## src/design/bsc_pkg.sv

```systemverilog
// Shared types, constants and arithmetic helpers for the barometric compensation block.
package bsc_pkg;

  typedef enum logic [1:0] {
    CFG_COEF_A,
    CFG_COEF_B,
    CFG_COEF_C,
    CFG_OSS
  } cfg_index_t;

  localparam int unsigned DIV_STAGES = 32;

  localparam logic [31:0] T_ROUND  = 32'd8;
  localparam logic [31:0] T_OFFSET = 32'd4000;
  localparam logic [31:0] B4_BIAS  = 32'd32768;
  localparam logic [31:0] B7_SCALE = 32'd50000;
  localparam logic [31:0] P_C1     = 32'd3038;
  localparam logic [31:0] P_C2     = 32'hFFFF_E343;
  localparam logic [31:0] P_C3     = 32'd3791;

  typedef struct packed {
    logic [31:0] ac1;
    logic [31:0] ac2;
    logic [31:0] ac3;
    logic [31:0] ac4;
    logic [31:0] ac5;
    logic [31:0] ac6;
    logic [31:0] b1;
    logic [31:0] b2;
    logic [31:0] mc;
    logic [31:0] md;
    logic [1:0]  oss;
  } coef_t;

  typedef struct packed {
    logic [31:0] diff;
    logic [18:0] up;
  } front_item_t;

  typedef struct packed {
    logic [31:0] x1;
    logic [18:0] up;
    logic        neg;
    logic        err;
  } ctx_a_t;

  typedef struct packed {
    logic [31:0] t;
    logic        sel;
    logic        err;
  } ctx_b_t;

  function automatic logic [31:0] asr32(input logic [31:0] a, input int unsigned n);
    return 32'($signed(a) >>> n);
  endfunction

  function automatic logic [31:0] sext16(input logic [15:0] a);
    return {{16{a[15]}}, a};
  endfunction

  function automatic logic [31:0] mul32(input logic [31:0] a, input logic [31:0] b);
    logic [63:0] p;
    p = a * b;
    return p[31:0];
  endfunction

endpackage

```

## src/design/bsc_front.sv

```systemverilog
// Front end: takes input items, forms the first temperature term and queues them.
module bsc_front (
  input  logic                 clk,
  input  logic                 rst,
  input  bsc_pkg::coef_t       coef,
  input  logic                 in_valid,
  output logic                 in_ready,
  input  logic [15:0]          raw_temperature,
  input  logic [18:0]          raw_pressure,
  output logic                 q_valid,
  input  logic                 q_take,
  output bsc_pkg::front_item_t q_item
);

  bsc_pkg::front_item_t slots [0:1];
  logic       wr_ptr;
  logic       rd_ptr;
  logic [1:0] count;
  logic       push;
  bsc_pkg::front_item_t push_item;

  assign in_ready = (count != 2'd2);
  assign push     = in_valid && in_ready;
  assign q_valid  = (count != 2'd0);
  assign q_item   = slots[rd_ptr];

  always_comb begin
    push_item.diff = {16'd0, raw_temperature} - coef.ac6;
    push_item.up   = raw_pressure;
  end

  always_ff @(posedge clk) begin
    if (rst) begin
      wr_ptr <= 1'b0;
      rd_ptr <= 1'b0;
      count  <= 2'd0;
    end else begin
      if (push) wr_ptr <= ~wr_ptr;
      if (q_take) rd_ptr <= ~rd_ptr;
      count <= count + 2'(push) - 2'(q_take);
    end
  end

  always_ff @(posedge clk) begin
    if (push) slots[wr_ptr] <= push_item;
  end

endmodule

```

## config.mk

```make
export PLATFORM = sky130hd
export DESIGN_NAME = bsc_front
export DESIGN_NICKNAME = d
export VERILOG_FILES = /design/src/design/bsc_pkg.sv /design/src/design/bsc_front.sv
export SDC_FILE = /design/constraint.sdc
export NUM_CORES = 1
export LEC_CHECK = 0
export ABC_CLOCK_PERIOD_IN_PS = 8700
export BUFFER_PORTS_ARGS = -buffer_cell sky130_fd_sc_hd__clkbuf_2
export CAP_MARGIN = 20
export CORE_AREA = 2 2 160 162
export DETAILED_ROUTE_END_ITERATION = 8
export DIE_AREA = 0 0 162 164
export PLACE_DENSITY = 0.53
export SLEW_MARGIN = 10
export SYNTH_ARGS = -nofsm -noshare
export SYNTH_HDL_FRONTEND = slang
export SYNTH_SLANG_ARGS = --single-unit
```

## constraint.sdc

```tcl
create_clock -name clk -period 8.7 [get_ports clk]
set_clock_uncertainty 0.2 [all_clocks]
set_input_delay 0 -clock clk [delete_from_list [all_inputs] [get_ports clk]]
set_output_delay 0 -clock clk [all_outputs]
set_load 0.01 [all_outputs]
```

* After elaboration in Yosys (flattened, before gate mapping)
Memories as Yosys holds them, arrays and structs flattened. A register that Yosys moved wholly into a read port is not among the register bits. Cells that the tools add are included.
Word-level totals: memory bits (writable) 102, memories 1, output and inout port bits 53, register bits after elaboration 4, logic and storage cells 16
Operators by class: equal/unequal tests 1, reductions and logical operators 2, add/subtract/negate cells 3, multiplexer cells 4, bitwise gates (word level) 2
Memory list:
- slots | depth 2, width 51, rd ports 1, clocked after Yosys merged registers in 1, wr ports 1, RTL line bsc_front.sv:15 | bsc_pkg::front_item_t slots [0:1];
Operators with widths (count):
- subtractor 16 x 32 -> 32 bit | 1
- 2-to-1 mux 1 bit | 4
- adder 2 x 1 -> 2 bit | 1
- inequality test 2 bit (second input constant) | 1
- NOT 1 bit | 2
- nonzero test 2 bit | 1
- subtractor 2 x 1 -> 2 bit | 1
- logical AND 1 bit | 1

* Logic depth before layout (Yosys ltp)
word-level depth 4, mapped depth 9, depth with buffers taken out 9

* Worst setup path after synthesis
OpenSTA, ideal clock, no wires.
path kind register to register, start point reg count[0], end point mem slots[0][0] (netlist name) (enable), cell stages (with the launch flop) 4, setup slack 5271 ps, path buffers 0, data required time 8040 ps, arrival 2770 ps, period minus slack after synthesis 3429 ps, cells stage by stage dfxtp_1 -> nand2b_1 -> nand2_1 -> nor2_1
On the way: cells in the longest elaborated chain, start to end 4
Ends and longest elaborated chain:
- start, declared | RTL line bsc_front.sv:18 | logic [1:0] count;
- start signal, assigned | RTL line bsc_front.sv:40 | count <= count + 2'(push) - 2'(q_take);
- inequality test 2 bit | RTL line bsc_front.sv:22 | assign in_ready = (count != 2'd2);
- named net in_ready | RTL line bsc_front.sv:7 | output logic in_ready,
- logical AND 1 bit | RTL line bsc_front.sv:23 | assign push = in_valid && in_ready;
- 2-to-1 mux 1 bit | RTL line bsc_front.sv:45 | if (push) slots[wr_ptr] <= push_item;
- 2-to-1 mux 1 bit (not written as such) | RTL line bsc_front.sv:45
- end, declared | RTL line bsc_front.sv:15
The timed path passes the listed nets, and every way through them passes these cells.

==> results.sh <==
export IMPL_die_area_sq_um=26600
export IMPL_postSynthCellCount=371
export IMPL_drive_above_1_share=0.379
export IMPL_yosys_area_top_type="edfxtp_1"
export IMPL_htreeDepth=3
export IMPL_fmax_ghz=0.336
export IMPL_cp_common_cell="dlygate4sd3_1"
export IMPL_crit_chain="dlygate4sd3_1, clkbuf_2, inv_1, ha_1, nor2b_1, o2111a_1, o21a_2, o211ai_4, a211oi_1, xnor2_1, dlygate4sd3_1"
export IMPL_grt_antenna_before_repair=0
export IMPL_place_area_sq_um=6190
export IMPL_hold_violations=0
export IMPL_synth_top_family_by_area="multiplexers"
export IMPL_clk_pin_slew_worst_paths_ns=0.08
export IMPL_power_density_nw_per_um2=214
export IMPL_tightestPinTransition_ns=0.842
export IMPL_viasPerCell=3.99
export IMPL_cpPeakStageDelay_ns=0.57
export IMPL_synthAdderAreaFrac=0.0474
export IMPL_routabilityCongestion=0.772
export IMPL_cts_root_buf="clkbuf_16"
export IMPL_ioPinCount=414
export IMPL_row_count=58
export IMPL_drc=0
export IMPL_place_ws_ns=5.92
export IMPL_grt_pass1_wl_um=19400
export IMPL_setup_tns_ns=0
export IMPL_antenna_left=0
export IMPL_ys_seq_area_frac=0.611
export IMPL_ys_flop_type="edfxtp_1"
export IMPL_post_route_period_util=0.342
export IMPL_numPlacedInstances=816
export IMPL_worst_setup_path_end_kind="flop"
export IMPL_wire_per_inst_um=14.3
export IMPL_syn_to_final_growth_pct=35.6
export IMPL_syn_nets=751
export IMPL_finalWorstSetupSlack_ns=5.72
export IMPL_cp_start_kind="input pin"
export IMPL_initial_core_util=0.208
export IMPL_total_power_w=0.00150
export IMPL_num_vias=3518
export IMPL_ys_top_cells_by_area="edfxtp_1, mux2_2, ha_1"
export IMPL_p_leak_nw=2.73
export IMPL_portBuffers=123
export IMPL_dp_final_hpwl_um=8950
export IMPL_synth_xor_area_frac=0.0542
export IMPL_cts_tree="done"
export IMPL_cp_slowest_cell="dlygate4sd3_1"
export IMPL_yosysUniqueCellTypes=52
export IMPL_design_area_sq_um=7010
export IMPL_crit_fanout=7
export IMPL_rsz0062_at_grt="no"
export IMPL_slew_viol_final=0
export IMPL_grt_pass1_vias=3693
export IMPL_grt_max_degree=52
export IMPL_clock_sinks=107
export IMPL_coreArea_sq_um=24800
export IMPL_layout_common_cells="clkbuf_2, edfxtp_1, mux2_2"
export IMPL_synth_compound_area_frac=0.0861
export IMPL_synthesis_area_sq_um=5170
export IMPL_dieHeight_um=164
export IMPL_fin_crit_ns=2.98
export IMPL_synth_simple_area_share=0.0624
export IMPL_nNetsFinal=926
export IMPL_status="finished, final reports clean"
export IMPL_critPathKind="in -> reg"
export IMPL_synth_seq_cells=107
export IMPL_worstSkewPairLatency_ns=0.35
export IMPL_cts_buffers=9
export IMPL_relSlewSlack=0.434
export IMPL_cap_violations=0
export IMPL_mostFrequentLayoutCell="clkbuf_2"
export IMPL_drtPass1Iterations=4
export IMPL_ys_warnings_count=0
export IMPL_setup_violations=0
export IMPL_synth_top_area_share=0.592
export IMPL_syn_avg_cell_area_sq_um=13.9
export IMPL_ir_drop_uv=120
export IMPL_grt_util_all_layers=0.0947
export IMPL_wl_um=12600
export IMPL_min_delay_path_class="in -> reg"
export IMPL_synth_mux_area_frac=0.111
export IMPL_die_w_um=162
export IMPL_crit_required_ns=8.60
export IMPL_grt_ovfl_total=0
export IMPL_arrival_ns=2.88
export IMPL_synth_edf_count=102
export IMPL_async_reset_ff_frac=0
export IMPL_cts_buffer_depth=2
export IMPL_diodes=0
export IMPL_fin_cells=881
export IMPL_drtIter0Drc=150
-- worst max-delay path: cells and delay by family --
kind / cells / cell delay (ns)
simple gates: 1 / 0.16
fa+ha+maj: 1 / 0.27
buf+inv: 4 / 1.27
compound gates: 4 / 0.99
xor+xnor: 1 / 0.17
-- report_power, final --
part	total, W	switching [W]	internal (W)
registers	0.000691	0.0000189	0.000672
clock network	0.000450	0.000215	0.000235
logic	0.000359	0.000208	0.000151
total	0.00150	0.000442	0.00106
-- final cells by class --
type | instances | area, sq um
Clock buffer | 9 | 225
Clock inverter | 7 | 113
Fill cell | 2603 | 17800
Inverter | 25 | 93.8
Multi-Input combinational cell | 228 | 1880
Sequential cell | 107 | 3160
Tap cell | 330 | 413
Timing Repair Buffer | 175 | 1130
-- routing by layer --
layer  up-vias  track usage  share of wire
met3        12       0.0341          0.081
met5         -            0              0
li1       1722            -              -
met1      1679        0.108           0.41
met2       105        0.162           0.49
met4         0       0.0386          0.015
-- per-stage QoR --
step	utilization	hold WS, ns
2_1_floorplan	-	-0.128
3_3_place_gp	0.249	-0.0104
3_5_place_dp	0.249	-0.00736
4_1_cts	0.283	0.00409
5_1_grt	0.283	0.0426
6_report	0.283	0.0136
-- registers in the layout, indices dropped and copies added (netlist names), named ones only --
register / count
slots: 102
wr_ptr: 1
count: 2
rd_ptr: 1
-- final timing paths --
kind	depth (start not counted)	start	end	slack, ns
min	3	raw_temperature[2]	slots[1][21]$_DFFE_PP_	0.01
max reg2reg	4	count[0]$_SDFF_PP0_	slots[0][3]$_DFFE_PP_	6.51
max	11	coef[131]	slots[1][50]$_DFFE_PP_	5.72
min reg2reg	2	rd_ptr$_SDFFE_PP0P_	rd_ptr$_SDFFE_PP0P_	0.33
-- cell usage after synthesis, drive strengths merged (2+ instances only) --
cell and count:
or3 2, nand3 3, ha 18, nand3b 2, o21ai 10, buf 7, o21a 2, nor3 2
xor2 14, a21oi 17, o211ai 7, a21o 6, a211oi 3, nand4 2, clkbuf 4, mux2 51
nand2 18, nand2b 4, nor2 25, a2111oi 2, a31oi 2, edfxtp 102, inv 25, xnor2 18
dfxtp 5, nor2b 4
-- cells by family (layout without fill, tap and decap cells) --
family / count (synthesis) / in the layout
adder cells (fa/ha/maj): 19 / 19
buffers and inverters: 36 / 216
XOR/XNOR: 32 / 32
flip-flops: 107 / 107
multiplexers: 51 / 51
AO/OA/AOI/OAI: 60 / 60
AND/OR/NAND/NOR: 66 / 66
-- timing repair --
| action | 4_1_cts | 5_1_grt |
|---|---|---|
| gates resized for setup | 0 | 0 |
| setup endpoints to repair | 0 | 0 |
| buffers inserted | 0 | 0 |
| hold buffers | 49 | 0 |
| hold endpoints to repair | 79 | 0 |
(Power assumes the default switching activity.)
